$ cat config.mk
export PLATFORM = sky130hd
export DESIGN_NAME = message_slot_pool_timeout_unit
export DESIGN_NICKNAME = d
export VERILOG_FILES = /design/src/sv/mspt_pkg.sv /design/src/sv/mspt_ctrl.sv /design/src/sv/mspt_datapath.sv /design/src/sv/message_slot_pool_timeout_unit.sv
export VERILOG_INCLUDE_DIRS = /design/src /design/src/sv
export SDC_FILE = /design/constraint.sdc
export NUM_CORES = 2
export LEC_CHECK = 0
export ABC_CLOCK_PERIOD_IN_PS = 7990
export BUFFER_PORTS_ARGS = -buffer_cell sky130_fd_sc_hd__clkbuf_2
export CORE_UTILIZATION = 35
export DETAILED_ROUTE_END_ITERATION = 7
export PLACE_DENSITY = 0.61
export SYNTH_ARGS = -nofsm -noshare
export SYNTH_HDL_FRONTEND = slang
export SYNTH_SLANG_ARGS = --single-unit
$ cat constraint.sdc
create_clock -name i_clk -period 7.99 [get_ports i_clk]
set_input_delay 2.397 -clock i_clk [delete_from_list [all_inputs] [get_ports i_clk]]
set_output_delay 2.397 -clock i_clk [all_outputs]
set_load 0.02 [all_outputs]
$ cat src/sv/message_slot_pool_timeout_unit_assert.svh
// ----------------------------------------------------------------------------
// message_slot_pool_timeout_unit_assert
// Assertion macros shared by the slot pool modules. They sample on i_clk and
// are disabled while i_rst_n is low.
// ----------------------------------------------------------------------------
`ifndef MESSAGE_SLOT_POOL_TIMEOUT_UNIT_ASSERT_SVH
`define MESSAGE_SLOT_POOL_TIMEOUT_UNIT_ASSERT_SVH

// Same-cycle implication
`define MSPT_ASSERT_IMP(name, ante, cons, msg) \
    name: assert property (@(posedge i_clk) disable iff (!i_rst_n) (ante) |-> (cons)) \
        else $error(msg);

// Next-cycle implication
`define MSPT_ASSERT_NXT(name, ante, cons, msg) \
    name: assert property (@(posedge i_clk) disable iff (!i_rst_n) (ante) |=> (cons)) \
        else $error(msg);

`endif

$ cat src/sv/mspt_pkg.sv
`timescale 1ns / 1ps
// ----------------------------------------------------------------------------
// mspt_pkg
// Types and fixed widths shared by the message slot pool controller, datapath
// and top level.
// ----------------------------------------------------------------------------
package mspt_pkg;

    // Field widths
    localparam int ACTION_W  = 2;
    localparam int EVENT_W   = 16;
    localparam int DEVICE_W  = 8;
    localparam int VALUE_W   = 32;
    localparam int TIMEOUT_W = 16;
    localparam int INDEX_W   = 4;
    localparam int STATUS_W  = 2;

    // Reciprocal used to divide the timeout by the tick period
    localparam int RECIP_SHIFT = 26;
    localparam int RECIP_W     = RECIP_SHIFT + 1;

    // Wide slot number, holds pool sizes up to 255
    localparam int SLOT_WIDE_W = 8;

    typedef enum logic [ACTION_W-1:0] {
        ACT_SEND    = 2'd0,
        ACT_WAIT    = 2'd1,
        ACT_RELEASE = 2'd2,
        ACT_TICK    = 2'd3
    } t_action;

    typedef enum logic [STATUS_W-1:0] {
        STS_OK      = 2'd0,
        STS_FULL    = 2'd1,
        STS_NOMATCH = 2'd2
    } t_status;

    typedef enum logic [1:0] {
        PH_IDLE   = 2'd0,
        PH_POSTED = 2'd1,
        PH_TAKEN  = 2'd2
    } t_phase;

    typedef enum logic [2:0] {
        ST_IDLE      = 3'd0,
        ST_SEND_PICK = 3'd1,
        ST_SEND_WR   = 3'd2,
        ST_SCAN_RD   = 3'd3,
        ST_WAIT_CMP  = 3'd4,
        ST_TICK_UPD  = 3'd5,
        ST_RESULT    = 3'd6
    } t_state;

    // Controller to datapath
    typedef struct packed {
        logic load_in;
        logic send_pick;
        logic send_write;
        logic wait_check;
        logic tick_upd;
        logic scan_inc;
        logic release_slot;
        logic out_load;
    } t_dp_cmd;

    // Datapath to controller
    typedef struct packed {
        t_action action;
        logic    match;
        logic    last;
        logic    out_busy;
    } t_dp_sts;

endpackage

$ cat src/sv/mspt_ctrl.sv
`timescale 1ns / 1ps
// ----------------------------------------------------------------------------
// mspt_ctrl
// Sequencer for the slot pool: takes a transaction, steps the datapath
// through send, scan or release, then hands the result to the output register.
// ----------------------------------------------------------------------------
module mspt_ctrl (
    input  logic                      i_clk,
    input  logic                      i_rst_n,
    input  logic                      i_in_valid,
    input  logic [1:0]                i_action,
    output logic                      o_in_stall,
    input  mspt_pkg::t_dp_sts         i_sts,
    output mspt_pkg::t_dp_cmd         o_cmd
);
    import mspt_pkg::*;

    `include "message_slot_pool_timeout_unit_assert.svh"

    t_state r_state;
    t_state n_state;

    // Hold state
    always_ff @(posedge i_clk) begin
        if (!i_rst_n) begin
            r_state <= ST_IDLE;
        end else begin
            r_state <= n_state;
        end
    end

    // Next state
    always_comb begin
        n_state = r_state;
        unique case (r_state)
            ST_IDLE: begin
                if (i_in_valid) begin
                    unique case (t_action'(i_action))
                        ACT_SEND:    n_state = ST_SEND_PICK;
                        ACT_RELEASE: n_state = ST_RESULT;
                        ACT_WAIT:    n_state = ST_SCAN_RD;
                        ACT_TICK:    n_state = ST_SCAN_RD;
                    endcase
                end
            end
            ST_SEND_PICK: n_state = ST_SEND_WR;
            ST_SEND_WR:   n_state = ST_RESULT;
            ST_SCAN_RD: begin
                n_state = (i_sts.action == ACT_WAIT) ? ST_WAIT_CMP : ST_TICK_UPD;
            end
            ST_WAIT_CMP: begin
                n_state = (i_sts.match || i_sts.last) ? ST_RESULT : ST_SCAN_RD;
            end
            ST_TICK_UPD: begin
                n_state = i_sts.last ? ST_RESULT : ST_SCAN_RD;
            end
            ST_RESULT: begin
                if (!i_sts.out_busy) begin
                    n_state = ST_IDLE;
                end
            end
            default: n_state = ST_IDLE;
        endcase
    end

    // Commands
    always_comb begin
        o_cmd      = '0;
        o_in_stall = (r_state != ST_IDLE);
        unique case (r_state)
            ST_IDLE:      o_cmd.load_in    = i_in_valid;
            ST_SEND_PICK: o_cmd.send_pick  = 1'b1;
            ST_SEND_WR:   o_cmd.send_write = 1'b1;
            ST_SCAN_RD:   o_cmd            = '0;
            ST_WAIT_CMP: begin
                o_cmd.wait_check = 1'b1;
                o_cmd.scan_inc   = !i_sts.match && !i_sts.last;
            end
            ST_TICK_UPD: begin
                o_cmd.tick_upd = 1'b1;
                o_cmd.scan_inc = !i_sts.last;
            end
            ST_RESULT: begin
                o_cmd.out_load     = !i_sts.out_busy;
                o_cmd.release_slot = !i_sts.out_busy && (i_sts.action == ACT_RELEASE);
            end
            default: o_cmd = '0;
        endcase
    end

    // Checks
    `MSPT_ASSERT_NXT(a_accept_leaves_idle, o_cmd.load_in, r_state != ST_IDLE,
        "accepted transaction did not start work")
    `MSPT_ASSERT_IMP(a_scan_only_wait_tick, r_state == ST_SCAN_RD,
        i_sts.action == ACT_WAIT || i_sts.action == ACT_TICK,
        "slot scan for an action that needs none")
    `MSPT_ASSERT_NXT(a_tick_ends_at_last, r_state == ST_TICK_UPD && i_sts.last,
        r_state == ST_RESULT, "tick scan ran past the last slot")

endmodule

$ cat src/sv/mspt_datapath.sv
`timescale 1ns / 1ps
// ----------------------------------------------------------------------------
// mspt_datapath
// Slot storage, lowest-idle search, per-slot compare and ageing, timeout
// scaling and the output register of the slot pool.
// ----------------------------------------------------------------------------
module mspt_datapath #(
    parameter int SLOTS   = 16,
    parameter int TICK_MS = 10
) (
    input  logic                              i_clk,
    input  logic                              i_rst_n,
    input  mspt_pkg::t_dp_cmd                 i_cmd,
    output mspt_pkg::t_dp_sts                 o_sts,
    input  logic [1:0]                        i_action,
    input  logic [mspt_pkg::EVENT_W-1:0]      i_event_code,
    input  logic [mspt_pkg::DEVICE_W-1:0]     i_device_id,
    input  logic [mspt_pkg::VALUE_W-1:0]      i_message_value,
    input  logic [mspt_pkg::TIMEOUT_W-1:0]    i_timeout_ms,
    input  logic [mspt_pkg::INDEX_W-1:0]      i_slot_index,
    input  logic                              i_out_stall,
    output logic                              o_out_valid,
    output logic [mspt_pkg::STATUS_W-1:0]     o_status,
    output logic [mspt_pkg::INDEX_W-1:0]      o_granted_slot,
    output logic [mspt_pkg::VALUE_W-1:0]      o_read_value
);
    import mspt_pkg::*;

    `include "message_slot_pool_timeout_unit_assert.svh"

    localparam int SLOT_W    = (SLOTS > 1) ? $clog2(SLOTS) : 1;
    localparam int PROD_W    = TIMEOUT_W + RECIP_W;
    localparam int RECIP_ONE = 1 << RECIP_SHIFT;
    localparam logic [RECIP_W-1:0] RECIP = RECIP_W'((RECIP_ONE + TICK_MS - 1) / TICK_MS);
    localparam logic [SLOT_W-1:0]  LAST_IDX = SLOT_W'(SLOTS - 1);
    localparam logic [SLOT_WIDE_W-1:0] SLOTS_WIDE = SLOT_WIDE_W'(SLOTS);

    // Captured transaction
    t_action                r_action;
    logic [EVENT_W-1:0]     r_event;
    logic [DEVICE_W-1:0]    r_device;
    logic [VALUE_W-1:0]     r_value;
    logic [TIMEOUT_W-1:0]   r_timeout;
    logic [INDEX_W-1:0]     r_rel_index;

    // Slot state
    t_phase                 r_phase [SLOTS];
    logic [EVENT_W-1:0]     mem_event  [SLOTS];
    logic [DEVICE_W-1:0]    mem_device [SLOTS];
    logic [TIMEOUT_W-1:0]   mem_ticks  [SLOTS];
    logic [VALUE_W-1:0]     mem_value  [SLOTS];

    logic [EVENT_W-1:0]     r_rd_event;
    logic [DEVICE_W-1:0]    r_rd_device;
    logic [TIMEOUT_W-1:0]   r_rd_ticks;
    logic [VALUE_W-1:0]     r_rd_value;

    // Scan and send working registers
    logic [SLOT_W-1:0]      r_idx;
    logic [SLOT_W-1:0]      r_slot;
    logic [SLOT_W-1:0]      n_slot;
    logic                   r_full;
    logic                   n_full;
    logic [PROD_W-1:0]      r_prod;

    // Result and output registers
    t_status                r_res_status;
    logic [SLOT_W-1:0]      r_res_slot;
    logic [VALUE_W-1:0]     r_res_value;
    logic                   r_out_valid;
    t_status                r_out_status;
    logic [INDEX_W-1:0]     r_out_slot;
    logic [VALUE_W-1:0]     r_out_value;

    logic                   w_match;
    logic                   w_last;
    logic                   w_tick_live;
    logic                   w_tick_expire;
    logic [TIMEOUT_W-1:0]   w_ticks_dec;
    logic                   w_ticks_we;
    logic [SLOT_W-1:0]      w_ticks_addr;
    logic [TIMEOUT_W-1:0]   w_ticks_data;
    logic [SLOT_WIDE_W-1:0] w_rel_wide;
    logic                   w_rel_ok;
    logic [SLOT_W-1:0]      w_rel_slot;
    logic [SLOT_WIDE_W-1:0] w_res_slot_wide;

    // Find the lowest idle slot
    always_comb begin
        n_slot = '0;
        n_full = 1'b1;
        for (int i = SLOTS - 1; i >= 0; i--) begin
            if (r_phase[i] == PH_IDLE) begin
                n_slot = SLOT_W'(i);
                n_full = 1'b0;
            end
        end
    end

    // Compare and age the slot under the scan pointer
    always_comb begin
        w_match       = (r_phase[r_idx] == PH_POSTED) && (r_rd_event == r_event) &&
                        (r_rd_device == r_device);
        w_last        = (r_idx == LAST_IDX);
        w_tick_live   = (r_phase[r_idx] == PH_POSTED) && (r_rd_ticks != '0);
        w_ticks_dec   = r_rd_ticks - TIMEOUT_W'(1);
        w_tick_expire = w_tick_live && (w_ticks_dec == '0);
    end

    // Release index, ignored beyond the pool
    always_comb begin
        w_rel_wide = SLOT_WIDE_W'(r_rel_index);
        w_rel_ok   = (w_rel_wide < SLOTS_WIDE);
        w_rel_slot = w_rel_wide[SLOT_W-1:0];
    end

    // Select the ticks write port
    always_comb begin
        w_ticks_we   = 1'b0;
        w_ticks_addr = r_idx;
        w_ticks_data = w_ticks_dec;
        if (i_cmd.send_write && !r_full) begin
            w_ticks_we   = 1'b1;
            w_ticks_addr = r_slot;
            w_ticks_data = r_prod[RECIP_SHIFT +: TIMEOUT_W];
        end else if (i_cmd.tick_upd && w_tick_live) begin
            w_ticks_we = 1'b1;
        end
    end

    // Capture the accepted transaction
    always_ff @(posedge i_clk) begin
        if (i_cmd.load_in) begin
            r_action    <= t_action'(i_action);
            r_event     <= i_event_code;
            r_device    <= i_device_id;
            r_value     <= i_message_value;
            r_timeout   <= i_timeout_ms;
            r_rel_index <= i_slot_index;
        end
    end

    // Slot memories: one write and one registered read a cycle
    always_ff @(posedge i_clk) begin
        if (i_cmd.send_write && !r_full) begin
            mem_event[r_slot]  <= r_event;
            mem_device[r_slot] <= r_device;
            mem_value[r_slot]  <= r_value;
        end
        if (w_ticks_we) begin
            mem_ticks[w_ticks_addr] <= w_ticks_data;
        end
        r_rd_event  <= mem_event[r_idx];
        r_rd_device <= mem_device[r_idx];
        r_rd_ticks  <= mem_ticks[r_idx];
        r_rd_value  <= mem_value[r_idx];
    end

    // Slot phases
    always_ff @(posedge i_clk) begin
        if (!i_rst_n) begin
            for (int i = 0; i < SLOTS; i++) begin
                r_phase[i] <= PH_IDLE;
            end
        end else if (i_cmd.send_write && !r_full) begin
            r_phase[r_slot] <= PH_POSTED;
        end else if (i_cmd.wait_check && w_match) begin
            r_phase[r_idx] <= PH_TAKEN;
        end else if (i_cmd.tick_upd && w_tick_expire) begin
            r_phase[r_idx] <= PH_IDLE;
        end else if (i_cmd.release_slot && w_rel_ok) begin
            r_phase[w_rel_slot] <= PH_IDLE;
        end
    end

    // Scan pointer
    always_ff @(posedge i_clk) begin
        if (!i_rst_n) begin
            r_idx <= '0;
        end else if (i_cmd.load_in) begin
            r_idx <= '0;
        end else if (i_cmd.scan_inc) begin
            r_idx <= r_idx + SLOT_W'(1);
        end
    end

    // Pick the send slot and scale the timeout to ticks
    always_ff @(posedge i_clk) begin
        if (i_cmd.send_pick) begin
            r_slot <= n_slot;
            r_full <= n_full;
            r_prod <= PROD_W'(r_timeout) * PROD_W'(RECIP);
        end
    end

    // Build the result
    always_ff @(posedge i_clk) begin
        if (i_cmd.load_in) begin
            r_res_status <= STS_OK;
            r_res_slot   <= '0;
            r_res_value  <= '0;
        end else if (i_cmd.send_write) begin
            r_res_status <= r_full ? STS_FULL : STS_OK;
            r_res_slot   <= r_full ? '0 : r_slot;
        end else if (i_cmd.wait_check && w_match) begin
            r_res_status <= STS_OK;
            r_res_slot   <= r_idx;
            r_res_value  <= r_rd_value;
        end else if (i_cmd.wait_check && w_last) begin
            r_res_status <= STS_NOMATCH;
        end
    end

    assign w_res_slot_wide = SLOT_WIDE_W'(r_res_slot);

    // Output register: load a result, drop it once taken
    always_ff @(posedge i_clk) begin
        if (!i_rst_n) begin
            r_out_valid <= 1'b0;
        end else if (i_cmd.out_load) begin
            r_out_valid <= 1'b1;
        end else if (r_out_valid && !i_out_stall) begin
            r_out_valid <= 1'b0;
        end
    end

    always_ff @(posedge i_clk) begin
        if (i_cmd.out_load) begin
            r_out_status <= r_res_status;
            r_out_slot   <= w_res_slot_wide[INDEX_W-1:0];
            r_out_value  <= r_res_value;
        end
    end

    assign o_out_valid    = r_out_valid;
    assign o_status       = r_out_status;
    assign o_granted_slot = r_out_slot;
    assign o_read_value   = r_out_value;

    assign o_sts.action   = r_action;
    assign o_sts.match    = w_match;
    assign o_sts.last     = w_last;
    assign o_sts.out_busy = r_out_valid && i_out_stall;

    // Checks
    `MSPT_ASSERT_IMP(a_idx_in_pool, 1'b1, r_idx <= LAST_IDX,
        "scan pointer beyond the pool")
    `MSPT_ASSERT_IMP(a_send_slot_idle, i_cmd.send_write && !r_full,
        r_phase[r_slot] == PH_IDLE, "send slot no longer idle at write")
    `MSPT_ASSERT_NXT(a_expire_frees, i_cmd.tick_upd && w_tick_expire,
        r_phase[$past(r_idx)] == PH_IDLE, "expired slot not freed")

endmodule

$ cat src/sv/message_slot_pool_timeout_unit.sv
// Accept to result valid: send runs ST_SEND_PICK, ST_SEND_WR, ST_RESULT;
// release goes to ST_RESULT; wait scans until a slot matches or the last
// slot, tick scans every slot; a result waits in ST_RESULT on a stalled
// output. One transaction at a time; the next can be taken in the cycle after
// the result loads. A scanned slot is read into registers, then compared or
// aged. Reset: synchronous on i_rst_n low; all slots go idle, output empty.
`timescale 1ns / 1ps
// ----------------------------------------------------------------------------
// message_slot_pool_timeout_unit
// Message slot pool with per-slot tick timeout: send, wait, release and tick
// over a fixed set of slots, built as a sequencer and a datapath.
// ----------------------------------------------------------------------------
module message_slot_pool_timeout_unit #(
    parameter int SLOTS   = 16,
    parameter int TICK_MS = 10
) (
    input  logic                              i_clk,
    input  logic                              i_rst_n,
    input  logic                              i_in_valid,
    output logic                              o_in_stall,
    input  logic [mspt_pkg::ACTION_W-1:0]     i_action,
    input  logic [mspt_pkg::EVENT_W-1:0]      i_event_code,
    input  logic [mspt_pkg::DEVICE_W-1:0]     i_device_id,
    input  logic [mspt_pkg::VALUE_W-1:0]      i_message_value,
    input  logic [mspt_pkg::TIMEOUT_W-1:0]    i_timeout_ms,
    input  logic [mspt_pkg::INDEX_W-1:0]      i_slot_index,
    output logic                              o_out_valid,
    input  logic                              i_out_stall,
    output logic [mspt_pkg::STATUS_W-1:0]     o_status,
    output logic [mspt_pkg::INDEX_W-1:0]      o_granted_slot,
    output logic [mspt_pkg::VALUE_W-1:0]      o_read_value
);
    import mspt_pkg::*;

    t_dp_cmd w_cmd;
    t_dp_sts w_sts;

    // Sequencer
    mspt_ctrl u_ctrl (
        .i_clk      (i_clk),
        .i_rst_n    (i_rst_n),
        .i_in_valid (i_in_valid),
        .i_action   (i_action),
        .o_in_stall (o_in_stall),
        .i_sts      (w_sts),
        .o_cmd      (w_cmd)
    );

    // Slot storage and result path
    mspt_datapath #(
        .SLOTS   (SLOTS),
        .TICK_MS (TICK_MS)
    ) u_datapath (
        .i_clk           (i_clk),
        .i_rst_n         (i_rst_n),
        .i_cmd           (w_cmd),
        .o_sts           (w_sts),
        .i_action        (i_action),
        .i_event_code    (i_event_code),
        .i_device_id     (i_device_id),
        .i_message_value (i_message_value),
        .i_timeout_ms    (i_timeout_ms),
        .i_slot_index    (i_slot_index),
        .i_out_stall     (i_out_stall),
        .o_out_valid     (o_out_valid),
        .o_status        (o_status),
        .o_granted_slot  (o_granted_slot),
        .o_read_value    (o_read_value)
    );

endmodule

Word level (Yosys, flattened, before mapping)
Memories as Yosys holds them, arrays and structs flattened. A register that Yosys moved wholly into a read port is not among the register bits.
Cells that the tools add are included.
Word-level totals
  bits in writable memories: 1184
  flip-flop bits (word level): 206
  logic and storage cells: 180
  bits of input ports: 82
  output and inout bits: 40
  memories: 5
Operators by class
  $add $sub $neg: 2
  reduce and logical (&&, ||, !) cells: 54
  mux-type cells: 77
  eq/ne operators: 17
  $mul: 1
  bitwise gates (word level): 3
Memory list
  u_datapath.mem_value: words 16, width 32, rd ports 1, clocked after Yosys merged registers in 1, wr ports 1, line mspt_datapath.sv:51  | logic [VALUE_W-1:0] mem_value [SLOTS];
  u_datapath.mem_event: words 16, width 16, rd ports 1, clocked after Yosys merged registers in 1, wr ports 1, line mspt_datapath.sv:48  | logic [EVENT_W-1:0] mem_event [SLOTS];
  u_datapath.mem_ticks: words 16, width 16, rd ports 1, clocked after Yosys merged registers in 1, wr ports 1, line mspt_datapath.sv:50  | logic [TIMEOUT_W-1:0] mem_ticks [SLOTS];
  u_datapath.mem_device: words 16, width 8, rd ports 1, clocked after Yosys merged registers in 1, wr ports 1, line mspt_datapath.sv:49  | logic [DEVICE_W-1:0] mem_device [SLOTS];
  u_datapath.r_phase: words 16, width 2, rd ports 17, clocked after Yosys merged registers in 1, wr ports 16, line mspt_datapath.sv:47  | t_phase r_phase [SLOTS];
Operator list (count)
  $mux 4: 17
  $mul 16x23->39 const B: 1
  $mux 1: 38
  $logic_not 2->1: 17
  $mux 3: 8
  $pmux 3 s7: 1
  $mux 2: 10
  $eq 16x16->1: 1
  $logic_not 16->1: 1
  $mux 16: 1
  $reduce_bool 16->1: 1
  $sub 16x1->16 const B: 1
  $reduce_or 15->1: 1
  $logic_and 1x1->1: 13
  $reduce_or 2->1: 6
  $eq 3x3->1 const B: 3
  $pmux 3 s3: 1
  $eq 8x8->1: 1
  $reduce_or 8->1: 1
  $eq 2x1->1 const B: 3
  $eq 2x2->1 const B: 3
  $eq 3x2->1 const B: 2
  $reduce_bool 3->1: 2
  $logic_not 1->1: 5
  other kinds (12): 16

Depth between registers and ports, before layout
An unclocked memory read counts as a cell.
  word-level depth: 17
  mapped depth: 22
  mapped depth without buffers: 22

Hierarchy
From an unflattened synthesis, not the netlist that was laid out.
Second synthesis, totals
  cell total of the unflattened synthesis: 2931
  area, all modules: 58315.9 µm²
By module, submodules not included
  mspt_datapath: cells each 2893, sequential area each 41960.2 µm², times used 1, area each 58021.9 µm²
  mspt_ctrl: cells each 38, sequential area each 60.1 µm², times used 1, area each 294.0 µm²

Worst setup path before layout
Ideal clock, no wire load.
  path type: input to register
  start point: in i_out_stall
  end point: mem u_datapath.r_phase[15][0] (netlist bit) (enable)
  cell stages on the path: 8
  data arrival time: 5953 ps
  setup time: 338 ps
  setup slack: 1699 ps
  path through: a21oi_1 > nand3b_1 > nor2_1 > clkbuf_1 > inv_1 > o211ai_2 > nand3_4 > o31ai_1
RTL lines
  from (decl): line message_slot_pool_timeout_unit.sv:28  | input logic i_out_stall,
  to (decl): line mspt_datapath.sv:47

Worst setup path after layout
  start point: reg u_datapath.r_timeout[13]
  end point: reg u_datapath.r_prod[35], data pin
Between the ends
  cells in the longest elaborated chain, start to end: 1
Ends and longest elaborated chain
  from (decl): line mspt_datapath.sv:43  | logic [TIMEOUT_W-1:0] r_timeout;
  from (signal assigned): line mspt_datapath.sv:138  | r_timeout <= i_timeout_ms;
  $mul 16x23->39: line mspt_datapath.sv:192  | r_prod <= PROD_W'(r_timeout) * PROD_W'(RECIP);
  to (signal assigned): line mspt_datapath.sv:192
  to (decl): line mspt_datapath.sv:64  | logic [PROD_W-1:0] r_prod;
Every way passes these cells.
A chain may end at the register's enable or synchronous reset.

==> results.md <==
* Count of different cell masters after synthesis at 72
* Sequence of cells on the critical path: fa_1 > inv_1 > fa_1 > fa_1 > inv_1 > fa_1 > inv_1 > fa_1 > inv_1 > fa_1 > ha_1 > and3_1 > o211ai_1 > o31a_1 > or4b_2 > nand2_1 > o221a_2 > a21oi_1 > xnor2_1
* P per Cell Area at 336 nW/um^2
* Post-CTS setup buffers at 0
* Arrival @ worst endpoint at slightly below 7 ns
* Post-synth EDFFs at 1318
* Layout area overhead at 14.8%
* Worst-Skew Late Latency at 0.81 ns
* DRT Wirelength at 130000 um
* Clk network pwr share at 31.1%
* Die footprint at 169000 sq um
* Highest-count cells in the layout ignoring fill and taps: 1318 x edfxtp_1, 360 x mux4_2, 161 x inv_1, 152 x clkbuf_16, 129 x ha_1
* Fmax achieved at 0.159 GHz
* Finished Cell Area at 67200 sq um
* Fin crit share at 78.7%
* First-pass GRT wire length at 193000 um
* M1 GR Usage at between 20% and 30%
* Gr ovfl total at 0
* Switching Share at 30.9%
* Post-Synth XOR/XNOR Area at less than 1%
* Sequential element share of the synthesized area at 71.8%
* Internal power at ~16 mW
* Slew Viols, Final at 0
* Worst path bufs/invs at 4
* Initial Util at 35.4%
* HP Class: reg -> reg
* First drt pass iteration count at 7
* Syn_nets at 3219
* Clock sink total at between 1000 and 1500
* CTS tree: built
* # IOs at 122
* Clk_skew at 0.0812 ns
* CTS max path bufs at 3
* Cell mode on critical path: fa_1
* Met3 GRT Util at 2.64%
* Worst Setup Start Kind: flop
* Net Sw Power at 6.97 mW
* Outcome: complete, but fails checks
* Core ar. at 166000 sq um
* # nets final at 3441
* Initial DRC Count at 2861
* Synth Area in Adders at 5.84%
* Failing checks: DRC
* Antenna violations before repair at 6
* DIE HEIGHT at 411 um
* M2 GR Usage at 24.1%
* Logic pwr share at 29.2%
* Drt drc at 2
* Fin cells at between 5000 and 6000
* Post-cts repair resize count at 0
* GRT Util Overall at 15.5%
* Slowest-stage cell, CP: or4b_2
* Final setup violation count at 0
* Synth warn at 0
* # rows at 149
* Post-route minimum period at 6.29 ns
* Via density per instance at 5.18
* Tightest Pin Transition at 1.16 ns
* Mapped Cells at 2918
* Area of the mapped netlist at between 50000 and 60000 sq um
* Final ANT Viol Nets at 0
* Relative slew slack at between 20 and 25%
* Simple-gate share of the synthesized area at 2.99%
* Slowest cell delay on critical path at 0.73 ns
* Hpwl dp at 72900 um
* Main combinational cell family by area after synthesis: multiplexers
* Clock Tree Root: clkbuf_16
* Dpl cells at slightly above 5000
* Total CTS buffers at 152
* Asr flop ratio synth at 0%
* Main synth FF type: edfxtp_1
* H-tree Lvls at 4
* Leak at around 22 nW
* Hold WS at 0.407 ns
* Number of max-cap violations at 0
* RePlAce Congestion at 0.796
* Share of cells above drive strength 1 at between 20 and 30%
* Cell Area, Placed at 62100 sq um
* PortBufs at 121
* Worst-path maximum fanout at 5
* Worst setup EP type: flop
* Largest net degree at the start of global routing at 92
* RSZ-0062 raised after global routing: false
* Synthesized area per cell at 20.1 sq um
* Hold buffer count at cts at 0
* Req. time, crit path at around 8.5 ns
* Critical path class: reg -> reg
* Synth Register Bits at around 1400
* Mux cell area share after synthesis at 14.5%
* Vias in the first global route at 28800
* Commonest non-fill, non-tap cell in the layout: edfxtp_1
* Final Hold Fails at 0
* VDD IR max at 533 uV
* WL per Instance at approximately 24 um
* Layer with the highest usage: met2
* Clk slew on worst S/H paths at 0.06 ns
* Die width at 411 um
* Sequential share of power at 39.8%
* Synth Area in Compound Gates at 2.23%
* Via count at around 28000
* Final setup TNS at 0 ns
* CP top delay family: adder cells
-- worst paths after layout --
kind / from / end / slack, ns / depth (start not counted)
worst max-delay path: u_datapath.r_timeout[13] / u_datapath.r_prod[35] / 1.70 / 19
worst min-delay path: u_datapath.r_res_slot[2] / u_datapath.o_granted_slot[2] / 0.41 / 0
worst max register to register: u_datapath.r_timeout[13] / u_datapath.r_prod[35] / 1.70 / 19
worst min register to register: u_datapath.r_res_slot[2] / u_datapath.o_granted_slot[2] / 0.41 / 0
-- layer usage --
layer  part of all wire, %  vias up
met1                    45    15100
met5                0.0069        -
met2                    47      835
li1                      -    12200
met3                   5.8      139
met4                   1.6        2
-- through the flow --
step	utilization, %	setup slack [ns]	power, mW
final	40.6	1.70	22.6
after global routing	40.6	1.48	23.8
after CTS	40.6	1.67	22.8
after detailed placement	37.5	1.77	15.7
after global placement	37.5	1.80	15.7
after floorplan	-	1.70	14.0
-- area by class of cell --
| type | instances | area (sq um) |
|---|---|---|
| antenna | 1 | 2.50 |
| inverter | 163 | 622 |
| multi-input combinational | 1198 | 15600 |
| clock inverter | 80 | 913 |
| fill | 14600 | 98400 |
| clock buffer | 202 | 4150 |
| sequential | 1440 | 42000 |
| timing repair buffer | 185 | 1110 |
| tap | 2189 | 2740 |
-- registers in the layout, indices dropped and copies added (netlist names), 8 cells and up, named ones only --
signal and flops:
u_datapath.mem_ticks 256, u_datapath.r_rd_event 16, u_datapath.r_rd_ticks 16, u_datapath.r_value 32, u_datapath.r_event 16, u_datapath.r_rd_device 8
u_datapath.r_timeout 16, u_datapath.r_res_value 32, u_datapath.o_read_value 32, u_datapath.r_prod 13, u_datapath.mem_device 128, u_datapath.r_device 8
u_datapath.mem_event 256, u_datapath.r_phase 32, u_datapath.mem_value 512, u_datapath.r_rd_value 32
-- cell usage after synthesis, types with 26 or more instances --
library cell,number,area [sq um]
edfxtp_1,1318,39600
mux4_2,360,8110
inv_1,162,608
ha_1,129,1610
nor2_1,124,465
dfxtp_1,122,2440
fa_1,90,1800
clkbuf_1,75,282
a21oi_1,50,250
nand2_1,44,165
mux2i_1,36,360
xnor2_1,34,298
nor3_1,33,165
buf_1,32,120
o21ai_0,26,130
-- power groups by stage --
stage / sequential [mW] / combinational [mW] / clock (mW)
6_report: 8.98 / 6.58 / 7.01
5_1_grt: 9.01 / 7.39 / 7.44
4_1_cts: 8.98 / 6.66 / 7.17
3_5_place_dp: 9.14 / 6.60 / 0
3_3_place_gp: 9.12 / 6.59 / 0
2_1_floorplan: 9.04 / 4.98 / 0
-- worst register-to-register path, stage by stage, from the launching register on --
cell,delay (ns)
edfxtp_1,0.47
fa_1,0.58
inv_1,0.06
fa_1,0.49
fa_1,0.53
inv_1,0.06
fa_1,0.52
inv_1,0.05
fa_1,0.48
inv_1,0.06
fa_1,0.45
ha_1,0.35
and3_1,0.23
o211ai_1,0.10
o31a_1,0.35
or4b_2,0.73
nand2_1,0.09
o221a_2,0.20
a21oi_1,0.08
xnor2_1,0.13
-- cells by family (layout without fill, tap and decap cells) --
group,Yosys count,count (layout)
flops,1440,1440
mux,396,396
simple gates,338,338
buf+inv,280,630
fa+ha+maj,219,219
compound gates,189,189
xor+xnor,56,56
other cells,0,1
Power figures use the tool's default switching activity.
